===== config.mk =====
export PLATFORM = sky130hd
export DESIGN_NAME = ils_cell
export DESIGN_NICKNAME = d
export VERILOG_FILES = /design/src/ils_pkg.sv /design/src/ils_cell.sv
export SDC_FILE = /design/constraint.sdc
export NUM_CORES = 1
export LEC_CHECK = 0
export BUFFER_PORTS_ARGS = -buffer_cell sky130_fd_sc_hd__buf_2
export CAP_MARGIN = 30
export CORE_MARGIN = 2
export CORE_UTILIZATION = 40
export CTS_BUF_LIST = sky130_fd_sc_hd__clkbuf_8
export DETAILED_ROUTE_END_ITERATION = 12
export GPL_ROUTABILITY_DRIVEN = 0
export HOLD_SLACK_MARGIN = 0.1
export PLACE_DENSITY = 0.82
export SLEW_MARGIN = 20
export SYNTH_ARGS = -nofsm -noshare
export SYNTH_HDL_FRONTEND = slang
export SYNTH_SLANG_ARGS = --single-unit

===== constraint.sdc =====
create_clock -name clock -period 6.3 [get_ports clock]
set_clock_uncertainty 0.1 [all_clocks]
set_input_delay 0.63 -clock clock [delete_from_list [all_inputs] [get_ports clock]]
set_output_delay 0.63 -clock clock [all_outputs]
set_load 0.02 [all_outputs]

===== src/ils_pkg.sv =====
// shared types, widths and codes of the indexed list store
package ils_pkg;

   localparam int DEPTH         = 256;
   localparam int IDX_W         = $clog2(DEPTH);
   localparam int CNT_W         = IDX_W + 1;
   localparam int REQ_TYPE_W    = 3;
   localparam int POS_W         = 8;
   localparam int WORD_W        = 32;
   localparam int STATUS_W      = 2;
   localparam int COUNT_W       = 9;
   localparam int GATHER_GROUP  = 16;
   localparam int GATHER_GROUPS = DEPTH / GATHER_GROUP;

   typedef enum logic [REQ_TYPE_W-1:0] {
      OP_PUSH   = 3'd0,
      OP_POP    = 3'd1,
      OP_GET    = 3'd2,
      OP_INSERT = 3'd3,
      OP_REMOVE = 3'd4
   } op_type;

   typedef enum logic [STATUS_W-1:0] {
      ST_DONE  = 2'd0,
      ST_RANGE = 2'd1,
      ST_FULL  = 2'd2
   } status_type;

   // what each cell of the row does in the transfer cycle
   typedef enum logic [1:0] {
      ACT_HOLD  = 2'd0,
      ACT_WRITE = 2'd1,
      ACT_OPEN  = 2'd2,
      ACT_CLOSE = 2'd3
   } act_type;

   typedef enum logic [1:0] {
      FSM_IDLE   = 2'd0,
      FSM_GATHER = 2'd1,
      FSM_SEND   = 2'd2
   } fsm_type;

   // command broadcast to every cell
   typedef struct packed {
      act_type                   act;
      logic [IDX_W-1:0]          at;
      logic                      rd_en;
      logic [IDX_W-1:0]          rd_at;
      logic signed [WORD_W-1:0]  word;
   } cmd_type;

endpackage


===== src/ils_cell.sv =====
// one storage cell of the list row, shifting with its neighbours
module ils_cell import ils_pkg::*; (
   input  logic                     clock,
   input  logic [IDX_W-1:0]         cell_idx,
   input  cmd_type                  cmd,
   input  logic signed [WORD_W-1:0] left_word,
   input  logic signed [WORD_W-1:0] right_word,
   output logic signed [WORD_W-1:0] word,
   output logic signed [WORD_W-1:0] leaf
);

   logic signed [WORD_W-1:0] word_ff;
   logic signed [WORD_W-1:0] word_in;
   logic                     is_at;
   logic                     is_above;

   assign is_at    = (cell_idx == cmd.at);
   assign is_above = (cell_idx > cmd.at);

   // next word from the broadcast command
   always_comb begin
      word_in = word_ff;
      unique case (cmd.act)
         ACT_WRITE: begin
            if (is_at) word_in = cmd.word;
         end
         ACT_OPEN: begin
            if (is_at)         word_in = cmd.word;
            else if (is_above) word_in = left_word;
         end
         ACT_CLOSE: begin
            if (is_at || is_above) word_in = right_word;
         end
         default: word_in = word_ff;
      endcase
   end

   always_ff @(posedge clock) begin
      word_ff <= word_in;
   end

   assign word = word_ff;
   // drive the read bus only when addressed
   assign leaf = (cmd.rd_en && (cell_idx == cmd.rd_at)) ? word_ff : '0;

endmodule


# Word-level counts from Yosys, hierarchy flattened
# Index checks and enable logic that the tools add are counted.
[word_totals]
out_inout_bits = 64
register_bits = 32
mem_bits_rw = 0
word_cells = 20
latch_bits = 0
mem_count = 0
romBits = 0
[op_classes]
n_mux = 6
n_lt_le_gt_ge = 1
div_mod_pow = 0
addsub = 0
reduce_logical = 4
n_eq_ne = 8
bitwise_logic = 0
n_mul = 0
shift = 0
[ops]
columns = ["cell", "count"]
rows = [
  ["$mux 32", 5],
  ["$pmux 32 s3", 1],
  ["$eq 8x8->1", 2],
  ["$gt 8x8->1", 1],
  ["$eq 2x2->1 const B", 2],
  ["$ne 2x2->1 const B", 2],
  ["$reduce_and 4->1", 1],
  ["$ne 3x3->1 const B", 1],
  ["$reduce_bool 3->1", 1],
  ["$eq 2x1->1 const B", 1],
  ["$logic_and 1x1->1", 1],
  ["$logic_or 1x1->1", 1],
]

# Longest topological paths before layout
# Gate-level depths: netlist of run 1.
[logic_depth]
ltp_word = 4
ltp_mapped = 7
mapped_depth_nobuf = 6

# Worst setup path before layout of run 1
# Ideal clock, no wire load.
[synth_path]
kind = "input port to flip-flop"
startpoint = "input cmd[48] in the netlist's numbering"
endpoint = "register word_ff[0] (netlist: word[0]), enable pin"
setup_time_ns = 0.477
path_stages = 7
t_arrival_ns = 4.102
setup_slack_ns = 1.621
required_time_ns = 5.723
path_buffers = 1
cell_sequence = "inv_1 -> ha_1 -> nand4_2 -> nor2_4 -> buf_6 -> inv_2 -> a222oi_1"
[synth_via]
elab_chain_len = 4
elab_cells_between_ends = 7
[synth_rtl]
columns = ["element", "line_no", "rtl"]
rows = [
  ["from (decl)", "ils_cell.sv:5", "input cmd_type cmd,"],
  ["$gt 8x8->1 or $eq 8x8->1 (tied branches)", "ils_cell.sv:18, ils_cell.sv:17", ""],
  ["$logic_or 1x1->1", "ils_cell.sv:32", "if (is_at || is_above) word_in = right_word;"],
  ["$ne 2x2->1 (no line)", "n/a", ""],
  ["$reduce_and 4->1 (no line) (*)", "n/a", ""],
  ["to (signal assigned)", "ils_cell.sv:39", "word_ff <= word_in;"],
  ["to (decl)", "ils_cell.sv:12", "logic signed [WORD_W-1:0] word_ff;"],
]
# Mark *: on every way between the ends. The rest lies on a longest branch, timed or not.
# A chain may end at the register's enable or synchronous reset.

# Worst setup path in the final report of run 1
[layout_path]
startpoint = "input cmd[49] in the netlist's numbering"
endpoint = "register word_ff[6] (netlist: word[6]), enable pin"
[layout_via]
elab_chain_len = 3
elab_cells_between_ends = 8
[layout_rtl]
columns = ["element", "line_no", "rtl"]
rows = [
  ["$eq 2x2->1 or $eq 2x1->1 (tied branches)", "ils_cell.sv:23", "unique case (cmd.act)"],
  ["$ne 3x3->1 (no line), or another cell as far along", "n/a", ""],
  ["$reduce_and 4->1 (no line) (*)", "n/a", ""],
]
# Marked as above.

==> results of run 1 <==
[per-stage QoR]
step / std cells / total power [mW]
after floorplan: 227 / 0.4050
final: 482 / 0.6346
after global routing: 482 / 0.6679
after CTS: 481 / 0.6390
after global placement: 474 / 0.4922
after detailed placement: 474 / 0.4978
[how the worst max path moves through the flow]
stage,start,end,slack [ns],cells after the start
detailed placement,cmd[49],word[6]$_DFFE_PP_,3.23,7
global placement,cmd[49],word[24]$_DFFE_PP_,3.33,7
finish,cmd[49],word[6]$_DFFE_PP_,3.53,7
floorplan,cmd[48],word[0]$_DFFE_PP_,1.62,7
global route,cmd[49],word[13]$_DFFE_PP_,3.37,7
CTS,cmd[38],leaf[12],3.28,6
[cell type report]
class                   count  area (sq um)
clock buffers               5         68.82
clock inverters             2         8.758
fillers                   491          2156
inverters                  15         56.30
multi-input cells         164          1252
flip-flops and latches     32         960.9
well taps                  72         90.09
repair buffers            192         980.9
[cells in the mapped netlist]
cell type and instances:
sky130_fd_sc_hd__a221o_1 1, sky130_fd_sc_hd__nand4_2 1, sky130_fd_sc_hd__o21ai_0 22, sky130_fd_sc_hd__buf_6 3, sky130_fd_sc_hd__nor2_4 1, sky130_fd_sc_hd__ha_1 11, sky130_fd_sc_hd__clkbuf_1 10, sky130_fd_sc_hd__nor3_1 1
sky130_fd_sc_hd__and2_1 32, sky130_fd_sc_hd__buf_1 3, sky130_fd_sc_hd__nor2_1 2, sky130_fd_sc_hd__nand2_1 2, sky130_fd_sc_hd__nand3_1 1, sky130_fd_sc_hd__edfxtp_1 32, sky130_fd_sc_hd__xnor2_1 8, sky130_fd_sc_hd__a222oi_1 1
sky130_fd_sc_hd__a22oi_1 32, sky130_fd_sc_hd__inv_2 1, sky130_fd_sc_hd__nor3_2 1, sky130_fd_sc_hd__o21ai_1 12, sky130_fd_sc_hd__mux2i_1 32, sky130_fd_sc_hd__a2111oi_0 1, sky130_fd_sc_hd__nand4_1 2, sky130_fd_sc_hd__a21oi_1 1
sky130_fd_sc_hd__inv_1 14
[per-layer routing]
metal  part of all wire  global-route usage  vias to the layer above
met5                  0                   0                        -
met4              0.013             0.05932                        0
met3              0.065             0.03146                        8
met2               0.56              0.4075                      107
met1               0.36              0.2070                     1137
li1                   -                   -                     1212
[cells by family (layout without fill, tap and decap cells)]
kind of cell | Yosys count | after routing | share of synthesized area
AO/OA/AOI/OAI | 70 | 70 | 0.1895
AND/OR/NAND/NOR | 43 | 43 | 0.1159
multiplexers | 32 | 32 | 0.1367
flip-flops | 32 | 32 | 0.4100
buffers and inverters | 31 | 214 | 0.05926
adder cells (fa/ha/maj) | 11 | 11 | 0.05873
XOR/XNOR | 8 | 8 | 0.02990
[layout by cell type (no fill, tap or decap)]
master                      count
sky130_fd_sc_hd__a21oi_1        1
sky130_fd_sc_hd__inv_1         15
sky130_fd_sc_hd__clkbuf_8       5
sky130_fd_sc_hd__inv_2          1
sky130_fd_sc_hd__buf_2        187
sky130_fd_sc_hd__nor2_2         1
sky130_fd_sc_hd__and2_1        32
sky130_fd_sc_hd__clkinv_2       1
sky130_fd_sc_hd__a22oi_1       32
sky130_fd_sc_hd__nand4_1        2
sky130_fd_sc_hd__buf_8          1
sky130_fd_sc_hd__o21ai_0       22
sky130_fd_sc_hd__nand2_1        2
sky130_fd_sc_hd__nor2_4         1
sky130_fd_sc_hd__xnor2_1        8
sky130_fd_sc_hd__nor3_4         1
sky130_fd_sc_hd__mux2i_1       32
sky130_fd_sc_hd__a222oi_1       1
sky130_fd_sc_hd__ha_1          11
sky130_fd_sc_hd__nand4_2        1
sky130_fd_sc_hd__nor2_1         1
sky130_fd_sc_hd__o21ai_1       12
sky130_fd_sc_hd__nor3_1         1
sky130_fd_sc_hd__a2111oi_0      1
sky130_fd_sc_hd__edfxtp_1      32
sky130_fd_sc_hd__buf_4          4
sky130_fd_sc_hd__nand3_1        1
sky130_fd_sc_hd__a221o_1        1
[where the power goes]
group	total (mW)	internal (mW)	switching, mW
clock network	0.142	0.0733	0.0687
registers	0.296	0.280	0.0164
logic	0.196	0.0796	0.117
total	0.635	0.433	0.202
[worst max-delay path: stages]
cell	delay (ns)
sky130_fd_sc_hd__buf_2	0.12
sky130_fd_sc_hd__ha_1	0.43
sky130_fd_sc_hd__buf_4	0.32
sky130_fd_sc_hd__nor2_2	0.11
sky130_fd_sc_hd__a2111oi_0	0.07
sky130_fd_sc_hd__a222oi_1	0.45
sky130_fd_sc_hd__buf_4	0.45
==> reports/results.txt, run 1 <==
Portion of synthesized cell area occupied by the leading cell type: 0.4100. The die boundary height is 80.54 um. The worst-case IR drop observed on VDD is 0.0001020 V. Setup violations remaining at the end of the flow were counted as 0. For the highest achievable clock rate, the log shows 360.7 MHz. The min-delay analysis places its worst path in the category in -> reg. The run gives 6951 um as the final routed wirelength across all metal layers. Along the worst path, the maximum fanout reaches 30. Leakage component of the power: 1.640 nW. For the number of max-slew violations in the final report, the log shows 0. The number of cells upsized or downsized after cts was 0; the total non-filler cell area in the finished layout was 3418 sq um. The largest net degree at the start of global routing was 33.

The run gives 27 as the number of placement rows. The core region is 5574 sq um. End point of the most critical hold path: word[10]$_DFFE_PP_. During placement, the flow inserted port buffers numbering 187. The tools report the minimum setup slack in the final design as 3.528 ns.

For this block, the initial DRC count from the detailed router was 133. Setup repair after global routing left no endpoint under its margin. The half-perimeter wire length of the detailed placement result was 5409 um. The worst hold path begins at right_word[10]. The quantity of hold-fixing buffers added after cts was 0. CTS built an H-tree with a depth of 2. Before antenna repair, the detailed router went through 5 iterations.

The number of register bits inferred by synthesis was 32. The synthesized net count was 362. The post-route antenna net violation count was 0. The clock net sink count is 32, and the share of synthesized area occupied by flip-flops and latches is 0.4100.

The start-to-end type of the worst setup path was in -> reg. For the final routed database, the setup TNS stands at 0 ns. Counting instances, the worst hold path has a depth of 3.

The ratio of total power to cell area is 185.6 nW/um^2, and the number of buffers added by the clock tree synthesis step is 5. The flow ran to the end, and the final reports show no timing, DRC or antenna violations. Measured along the x axis, the die boundary spans 80.54 um. The routed length per placed instance is 14.42 um, and the net count of the finished layout is 545. The first global-routing pass estimated 9901 um of wire. Startpoint type of the worst setup path: an input pin. The initial core utilization was 0.4204. The fraction of layout cells with a size suffix above 1 is 0.4951, and the total number of vias is 2,464. Data on the critical path arrives at its endpoint at 2.61 ns.

The critical path capture point type is a flop. Clock-pin slew was measured on the worst setup and hold paths at 0.06 ns. The number of antenna diodes is 0. The tree is rooted in a sky130_fd_sc_hd__clkbuf_8. The floorplan step defined a die boundary enclosing 6487 sq um. STA puts the critical path data required time at 6.13 ns. At the pin with the least slew margin, the transition time is 0.8708 ns. The detailed-route DRC error count came out at 0. The relative slew slack is 0.4188.

Setup slack at placement: 3.226 ns. For the number of max-cap violations, the log shows 0. From synthesis to final layout, the design area changed by 45.86%. The number of antenna violations at the first check in global routing is 0, and the post-layout minimum cycle time is 2.772 ns. No sink is reached through more buffers than the 2 on the longest clock path. The share of the core filled with cells in the final layout was 0.6132; the flip-flop count of the largest register after layout was 32. Post-route clock period utilization: 0.4401.

Yosys attributes the largest share of cell area to sky130_fd_sc_hd__edfxtp_1, sky130_fd_sc_hd__mux2i_1, sky130_fd_sc_hd__a22oi_1. The cell area that synthesis handed to floorplanning was 2343 sq um. In this run the mean area of a mapped cell was 10.32 sq um.

In this run the cell area measured after placement is 3326 sq um. The run gives 2,273 as the via count of the first global-routing pass. The hold violation total from the final report is 0.

TritonCTS built the clock tree. Hold is met by 0.5677 ns. Buffers added to address setup during post-CTS repair amount to 0. The via density per instance was 5.112; the total global routing overflow was 0. Total routing usage reported by global routing: 0.2009. The number of distinct library cells after synthesis was 25. In this run the count of I/O pins placed on the die edge is 188. The logs give 0 for the total number of yosys warnings and 227 for the cell count after synthesis. Of all cell types, the one taking the most synthesized area is sky130_fd_sc_hd__edfxtp_1.
No activity file was read; power rests on OpenSTA's default activity.
==> run 2: changes to the inputs <==
--- a/config.mk
+++ b/config.mk
@@ -5,15 +5,16 @@
 export SDC_FILE = /design/constraint.sdc
 export NUM_CORES = 1
 export LEC_CHECK = 0
+export ABC_AREA = 1
 export BUFFER_PORTS_ARGS = -buffer_cell sky130_fd_sc_hd__buf_2
 export CAP_MARGIN = 30
 export CORE_MARGIN = 2
-export CORE_UTILIZATION = 40
+export CORE_UTILIZATION = 39
 export CTS_BUF_LIST = sky130_fd_sc_hd__clkbuf_8
 export DETAILED_ROUTE_END_ITERATION = 12
 export GPL_ROUTABILITY_DRIVEN = 0
 export HOLD_SLACK_MARGIN = 0.1
-export PLACE_DENSITY = 0.82
+export PLACE_DENSITY = 0.79
 export SLEW_MARGIN = 20
 export SYNTH_ARGS = -nofsm -noshare
 export SYNTH_HDL_FRONTEND = slang
==> constraint.sdc (replaced) <==
create_clock -name clock -period 2.35 [get_ports clock]
set_clock_uncertainty 0.1 [all_clocks]
set_input_delay 0.235 -clock clock [delete_from_list [all_inputs] [get_ports clock]]
set_output_delay 0.235 -clock clock [all_outputs]
set_load 0.02 [all_outputs]
==> reports/results.txt, run 2 <==
The run finished with clean final reports. The number of register bits inferred by synthesis is 32 (unchanged), and the hold violation total from the final report is 0 (unchanged). The proportion of synthesized area in mux cells is 0 (-0.1367), and the count of final setup violators is 0 (unchanged). Main combinational cell family by area after synthesis: compound AO/OA/AOI/OAI gates. The layout overhead on the synthesized area was 40.74%; the number of enable-type register cells in the synthesized netlist was 32 (unchanged). Portion of synthesized cell area occupied by the leading cell type: 0.3485 (-0.06158). The initial DRC count was 112 (-16%). The cell with the most instances after synthesis is sky130_fd_sc_hd__o21ai_1. STA classifies the critical path startpoint as an input pin. The slew at the pin closest to its max-slew limit is 0.7507 ns (-0.1202 ns), and the clock network fraction of total power is 0.218 (-0.006).

The run gives 5 (unchanged) as the iteration count of the initial detailed-routing pass. The H-tree depth reported by CTS was 2 (unchanged). The tools report the number of buffers added by the clock tree synthesis step as 5 (unchanged). Counting stages on the worst path, the most repeated cell is sky130_fd_sc_hd__nand2_1. The cell count after synthesis came out at 320 (+41%).

The total die area came out at 7760 sq um (+20%). Minimum setup slack in the final design: 0.4679 ns (-3.060 ns). The tools report the critical path capture point type as a flop. The horizontal die dimension is 88.09 um (+9.4%).

After synthesis, the most frequently instantiated cells are sky130_fd_sc_hd__o21ai_1, sky130_fd_sc_hd__nand2_1, sky130_fd_sc_hd__a21oi_1. The fraction of layout cells with a size suffix above 1 was 0.4900 (-0.005082). Post-route antenna net violation count: 0 (unchanged). The initial core utilization was 0.4037 (-0.01676). The run gives 0 (unchanged) as the number of cells upsized or downsized after cts. The logs give 0.3485 (-0.06158) for the share of synthesized area occupied by flip-flops and latches and 0.350 (+0.041) for the relative contribution of combinational cells to total power. The clock net sink count is 32 (unchanged).

The tools report the total number of yosys warnings as 0 (unchanged). The final routed wirelength across all metal layers came out at 8717 um (+25%). The quantity of hold-fixing buffers added after cts came out at 0 (unchanged). Ranked by total cell area, the synthesized netlist is headed by sky130_fd_sc_hd__edfxtp_1, sky130_fd_sc_hd__nor3b_2, sky130_fd_sc_hd__o21ai_1.

The flip-flop count of the largest register after layout is 32 (unchanged), and the total routing usage reported by global routing is 0.2200 (+0.01909). Of all cell types, the one taking the most synthesized area is sky130_fd_sc_hd__edfxtp_1. The setup path with the least slack is of type in -> reg. The complex-gate fraction of the synthesized area was 0.2759 (+0.08633). The total number of vias is 3,086 (+25%), and the largest fanout on the critical path is 18 (-40%). The post-route clock period utilization is 0.8009. Count of buffers inserted at the top-level ports: 187 (unchanged). The detailed-route DRC error count came out at 0 (unchanged).

The mean post-synth cell area was 8.618 sq um (-17%); the setup slack at placement was 0.1700 ns (-3.056 ns). Peak ir drop on the vdd network: 0.0002174 V (+110%). The post-layout minimum cycle time is 1.882 ns, and the net count of the finished layout is 636 (+17%). The number of antenna violations at the first check in global routing was 0 (unchanged). Based on the critical path, the design can be clocked at up to 531.3 MHz. The tools report the launching instance or port of the critical path as cell_idx[7]. The switching power summed over all nets is 629.3 uW (+210%). On the critical path, the stage with the largest delay is an instance of sky130_fd_sc_hd__ha_1. The highest cell delay on the worst timing path was 0.30 ns (-0.15 ns); the share of synthesized flip-flops with an asynchronous set or reset was 0 (unchanged).

In this run the most critical hold path is launched from cmd[11]. Leakage component of the power: 1.782 nW (+8.6%). The synthesized net count was 455 (+26%); the relative slew slack was 0.4990 (+0.08020). The half-perimeter wire length of the detailed placement result is 6753 um (+25%). The most used flip-flop cell after synthesis was sky130_fd_sc_hd__edfxtp_1. The run gives 34 (+3.0%) as the largest net degree at the start of global routing. Switching fraction of total power: 0.3411 (+0.02342). Setup repair after global routing left no endpoint under its margin.

The cell sitting at the root of the clock tree is a sky130_fd_sc_hd__clkbuf_8. The xor and xnor area share after synthesis was 0.01270 (-0.01719). The number of antenna diodes is 0 (unchanged). The setup TNS after final layout came out at 0 ns (unchanged). The via count of the first global-routing pass is 3,030 (+33%), and the global-route wire length before repair is 13,470 um (+36%).

The summed instance area of the synthesized netlist came out at 2758 sq um (+18%). Routed length per placed instance: 14.58 um (+1.1%). Data arrival time of the critical path: 1.75 ns (-0.86 ns).

The total internal power came out at 1.215 mW (+180%). The number of placement rows is 30 (+11%). The die boundary height is 88.09 um (+9.4%), and the clock transition at the register clock pins on the worst setup and hold paths after CTS is 0.07 ns (about the same). The maximum clock path buffer count came out at 2 (unchanged). Traced cell by cell, the critical path runs through buf_2 -> ha_1 -> nand2_1 -> nor2_4 -> nand2_4 -> nand2_1 -> nor2_1 -> nand3_1 -> nand2_1 -> nor2_4 -> buf_4.

The via density per instance came out at 5.161 (+0.95%). The tools report the core footprint as 6832 sq um (+23%). The total global routing overflow was 0 (unchanged). The ratio of total power to cell area was 475.3 nW/um^2 (+160%). For the boundary pin count, the log shows 188 (unchanged). The path class of the tightest hold or removal check is in -> reg. The data required time of the worst path came out at 2.22 ns (-3.91 ns). For the number of max-cap violations, the log shows 0 (unchanged). TritonCTS built the clock tree.

The adder-cell area share of the yosys netlist was 0.04991 (-0.008820). For the part of the power in registers, the log shows 0.432 (-0.035). The top cell types in the final layout, fill and taps aside, are sky130_fd_sc_hd__buf_2, sky130_fd_sc_hd__o21ai_1, sky130_fd_sc_hd__nand2_1, sky130_fd_sc_hd__a21oi_1, sky130_fd_sc_hd__edfxtp_1. The number of distinct library cells after synthesis came out at 24 (-4.0%). Post-CTS setup buffer count: 0 (unchanged). The area share of and/or/nand/nor cells after synthesis came out at 0.2427 (+0.1269). The most common cell after layout, fill and taps aside was sky130_fd_sc_hd__buf_2. The run gives 0 (unchanged) as the number of max-slew violations in the final report.
[run 2: cell types whose count changed after synthesis, moves of 5 or more]
cell,change
sky130_fd_sc_hd__a21boi_0,+27
sky130_fd_sc_hd__a21boi_1,+5
sky130_fd_sc_hd__a21oi_1,+34
sky130_fd_sc_hd__a22oi_1,-32
sky130_fd_sc_hd__and2_1,-32
sky130_fd_sc_hd__buf_2,+14
sky130_fd_sc_hd__mux2i_1,-32
sky130_fd_sc_hd__nand2_1,+47
sky130_fd_sc_hd__nor2_1,+7
sky130_fd_sc_hd__nor3b_2,+31
sky130_fd_sc_hd__o21ai_0,-17
sky130_fd_sc_hd__o21ai_1,+48
sky130_fd_sc_hd__xnor2_1,-6
[run 2: stage by stage]
| stage | utilization | cells | instance area, sq um | hold slack, ns | total power [mW] |
|---|---|---|---|---|---|
| 2_1_floorplan | - | 320 | 2765 | 0.3451 | 1.176 |
| 3_3_place_gp | 0.5542 | 589 | 3786 | 0.4546 | 1.434 |
| 3_5_place_dp | 0.5559 | 590 | 3797 | 0.4532 | 1.454 |
| 4_1_cts | 0.5681 | 598 | 3881 | 0.1544 | 1.864 |
| 5_1_grt | 0.5681 | 598 | 3881 | 0.1714 | 1.962 |
| 6_report | 0.5681 | 598 | 3881 | 0.1644 | 1.845 |
[run 2: per-layer routing]
metal	wire length (um)	GRT usage	vias to the layer above
met5	0	0	-
met4	138	0.05647	0
met3	646	0.04241	13
met2	4738	0.4360	134
li1	-	-	1497
met1	3194	0.2361	1442
[run 2: path summary, 6_finish.rpt]
kind                 end  slack [ns]  cells after the start
max   word[13]$_DFFE_PP_        0.47                     11
min   word[11]$_DFFE_PP_        0.16                      3
[run 2: power groups by stage]
stage | Sequential (mW) | Combinational [mW] | Clock (mW)
final | 0.798 | 0.646 | 0.402
after global routing | 0.810 | 0.704 | 0.449
after CTS | 0.799 | 0.648 | 0.418
after detailed placement | 0.808 | 0.647 | 0
after global placement | 0.806 | 0.628 | 0
after floorplan | 0.922 | 0.254 | 0
[run 2: kinds of logic after synthesis]
kind of cell / Yosys count
AO/OA/AOI/OAI: 134
AND/OR/NAND/NOR: 97
buffers and inverters: 42
flip-flops: 32
adder cells (fa/ha/maj): 11
XOR/XNOR: 4
[run 2: area by class of cell]
cell class | instances | area, sq um
inverter | 17 | 63.81
clock buffer | 5 | 68.82
timing repair buffer | 199 | 1030
fill | 655 | 2950
tap | 96 | 120.1
clock inverter | 3 | 15.01
sequential | 32 | 960.9
multi-input combinational | 246 | 1623
[run 2: worst max-delay path, delay by kind of cell]
kind | cells | cell delay (ns)
buffers and inverters | 2 | 0.37
and+or+nand+nor | 8 | 0.84
adders and majority gates | 1 | 0.30
==> run 3: changes to the inputs <==
--- a/config.mk
+++ b/config.mk
@@ -5,16 +5,16 @@
 export SDC_FILE = /design/constraint.sdc
 export NUM_CORES = 1
 export LEC_CHECK = 0
-export ABC_AREA = 1
+export ABC_AREA = 0
 export BUFFER_PORTS_ARGS = -buffer_cell sky130_fd_sc_hd__buf_2
 export CAP_MARGIN = 30
 export CORE_MARGIN = 2
-export CORE_UTILIZATION = 39
+export CORE_UTILIZATION = 40
 export CTS_BUF_LIST = sky130_fd_sc_hd__clkbuf_8
 export DETAILED_ROUTE_END_ITERATION = 12
 export GPL_ROUTABILITY_DRIVEN = 0
 export HOLD_SLACK_MARGIN = 0.1
-export PLACE_DENSITY = 0.79
+export PLACE_DENSITY = 0.82
 export SLEW_MARGIN = 20
 export SYNTH_ARGS = -nofsm -noshare
 export SYNTH_HDL_FRONTEND = slang
==> constraint.sdc (replaced) <==
create_clock -name clock -period 1.8 [get_ports clock]
set_clock_uncertainty 0.1 [all_clocks]
set_input_delay 0.18 -clock clock [delete_from_list [all_inputs] [get_ports clock]]
set_output_delay 0.18 -clock clock [all_outputs]
set_load 0.02 [all_outputs]
==> reports/results.txt, run 3 (synthesis results as in run 1) <==
The flow ran to the end, and the final reports show no timing, DRC or antenna violations. The horizontal die dimension works out to 80.54 um (-8.6%). The tools report the part of the power in registers as 0.451 (+0.019). The number of max-cap violations was 0 (unchanged). The post-route clock period utilization is 0.9681.

The initial DRC count was 106 (-5.4%); the relative contribution of combinational cells to total power was 0.340 (-0.010). The number of antenna violations at the first check in global routing is 0 (unchanged). The global-route wire length before repair was 10,510 um (-22%); the detailed-route DRC error count was 0 (unchanged). Leaving out fill and tap cells, the most frequent cells in the layout are sky130_fd_sc_hd__buf_2, sky130_fd_sc_hd__buf_4, sky130_fd_sc_hd__mux2i_1, sky130_fd_sc_hd__a22oi_1, sky130_fd_sc_hd__edfxtp_1. The post-route antenna net violation count was 0 (unchanged). The total internal power is 1.581 mW (+30%). The ratio of total power to cell area came out at 600.8 nW/um^2 (+26%). Final routed wirelength across all metal layers: 7364 um (-16%).

The largest net degree at the start of global routing is 33 (-2.9%), and the clock transition at the register clock pins on the worst setup and hold paths after CTS is 0.07 ns (about the same). The largest fanout on the critical path was 10 (-8); the number of placement rows was 27 (-10%). H-tree depth reported by CTS: 2 (unchanged). The switching power summed over all nets is 728.4 uW (+16%), and the via count of the first global-routing pass is 2,427 (-20%). The number of buffers added by the clock tree synthesis step was 5 (unchanged).

Start-to-end type of the worst setup path: in -> out. The via density per instance is 5.130 (-0.60%). The tools report the half-perimeter wire length of the detailed placement result as 5807 um (-14%). The core footprint was 5574 sq um (-18%). The worst setup path is captured at an output pin. Relative slew slack: 0.7348 (+0.2358).

The tools report the placed cell area as 3553 sq um (-6.4%). The die boundary height came out at 80.54 um (-8.6%). The tools report the number of max-slew violations in the final report as 0 (unchanged).

Timing would allow up to 573.9 MHz. The total die area was 6487 sq um (-16%). The total global routing overflow is 0 (unchanged). The maximum clock path buffer count came out at 2 (unchanged). The logs give 0.4204 (+0.01676) for the initial core utilization and 0 (unchanged) for the number of antenna diodes. The iteration count of the initial detailed-routing pass is 4 (-1). The clock network fraction of total power came out at 0.209 (-0.009).

Clock tree synthesis selected as its root buffer the cell sky130_fd_sc_hd__clkbuf_8. The fraction of layout cells with a size suffix above 1 was 0.5594 (+0.06940); the routed length per placed instance was 14.70 um (+0.83%). The total number of vias was 2,570 (-17%); the data required time of the worst path was 1.52 ns (-0.70 ns).

The hold violation total from the final report came out at 0 (unchanged). Most common cell after layout, fill and taps aside: sky130_fd_sc_hd__buf_2. The tools report the clock net sink count as 32 (unchanged). The tools report the boundary pin count as 188 (unchanged). TritonCTS built the clock tree. The slew at the pin closest to its max-slew limit is 0.3967 ns (-0.3540 ns). Layout overhead on the synthesized area: 64.02%. The min-delay analysis places its worst path in the category in -> reg.

The total non-filler cell area in the finished layout is 3844 sq um (-0.97%). The worst path needs 1.743 ns of the cycle, external delays included. The total routing usage reported by global routing was 0.2102 (-0.009812); the count of buffers inserted at the top-level ports was 187 (unchanged). The switching fraction of total power was 0.3154 (-0.02568).

The logs give 1.766 nW (-0.89%) for the leakage component of the power and 0.0003858 V (+77%) for the peak ir drop on the vdd network. The startpoint type of the worst setup path is an input pin. The logs give 0 ns (unchanged) for the setup TNS after final layout and 564 (-11%) for the net count of the finished layout. Flip-flop count of the largest register after layout: 32 (unchanged). Count of final setup violators: 0 (unchanged).

The run gives 1.46 ns (-0.29 ns) as the data arrival time of the critical path.
==> run 3: what timing repair did <==
item | 4_1_cts | 5_1_grt
hold buffers | 0 | 0
endpoints found under the setup margin | 0 | 64
buffers inserted | 0 | 3
resized for setup | 0 | 59
==> run 3: path summary, 6_finish.rpt <==
path	from	cells past startpoint	slack [ns]	end
setup / recovery	cell_idx[5]	9	0.06	leaf[1]
hold / removal	right_word[31]	3	0.12	word[31]$_DFFE_PP_
==> run 3: area by class of cell <==
class / instances / area (sq um)
multi-input cells: 164 / 1400
clock buffers: 5 / 68.82
fillers: 437 / 1730
flip-flops and latches: 32 / 960.9
inverters: 15 / 76.32
well taps: 72 / 90.09
clock inverters: 2 / 8.758
repair buffers: 211 / 1239
==> run 3: power groups by stage <==
stage          Combinational, mW  Clock [mW]  Sequential [mW]
6_report                   0.786       0.482             1.04
5_1_grt                    0.857       0.531             1.05
4_1_cts                    0.751       0.499             1.04
3_5_place_dp               0.749           0             1.06
3_3_place_gp               0.733           0             1.05
2_1_floorplan              0.232           0             1.21
==> run 3: layer usage <==
metal / part of all wire / vias to the layer above / GRT usage
met5: 0 / - / 0
met4: 0.018 / 0 / 0.07797
met3: 0.080 / 12 / 0.04944
met2: 0.54 / 128 / 0.3883
met1: 0.37 / 1185 / 0.2318
li1: - / 1245 / -
==> run 3: critical path, stage by stage <==
cell                      delay [ns]
sky130_fd_sc_hd__buf_2          0.12
sky130_fd_sc_hd__buf_4          0.14
sky130_fd_sc_hd__xnor2_2        0.14
sky130_fd_sc_hd__nand3_2        0.12
sky130_fd_sc_hd__nor3_4         0.21
sky130_fd_sc_hd__buf_6          0.15
sky130_fd_sc_hd__buf_8          0.13
sky130_fd_sc_hd__and2_1         0.15
sky130_fd_sc_hd__buf_6          0.12
==> run 3: stage by stage <==
step | hold slack (ns) | instances | setup slack [ns] | power, mW | utilization
6_report | 0.1155 | 501 | 0.05747 | 2.309 | 0.6896
5_1_grt | 0.1143 | 501 | -0.03185 | 2.442 | 0.6896
4_1_cts | 0.1070 | 495 | 0.001545 | 2.291 | 0.6514
3_5_place_dp | 0.3970 | 488 | -0.2882 | 1.804 | 0.6375
3_3_place_gp | 0.3967 | 488 | -0.2759 | 1.787 | 0.6375
2_1_floorplan | 0.2895 | 227 | -2.332 | 1.442 | -
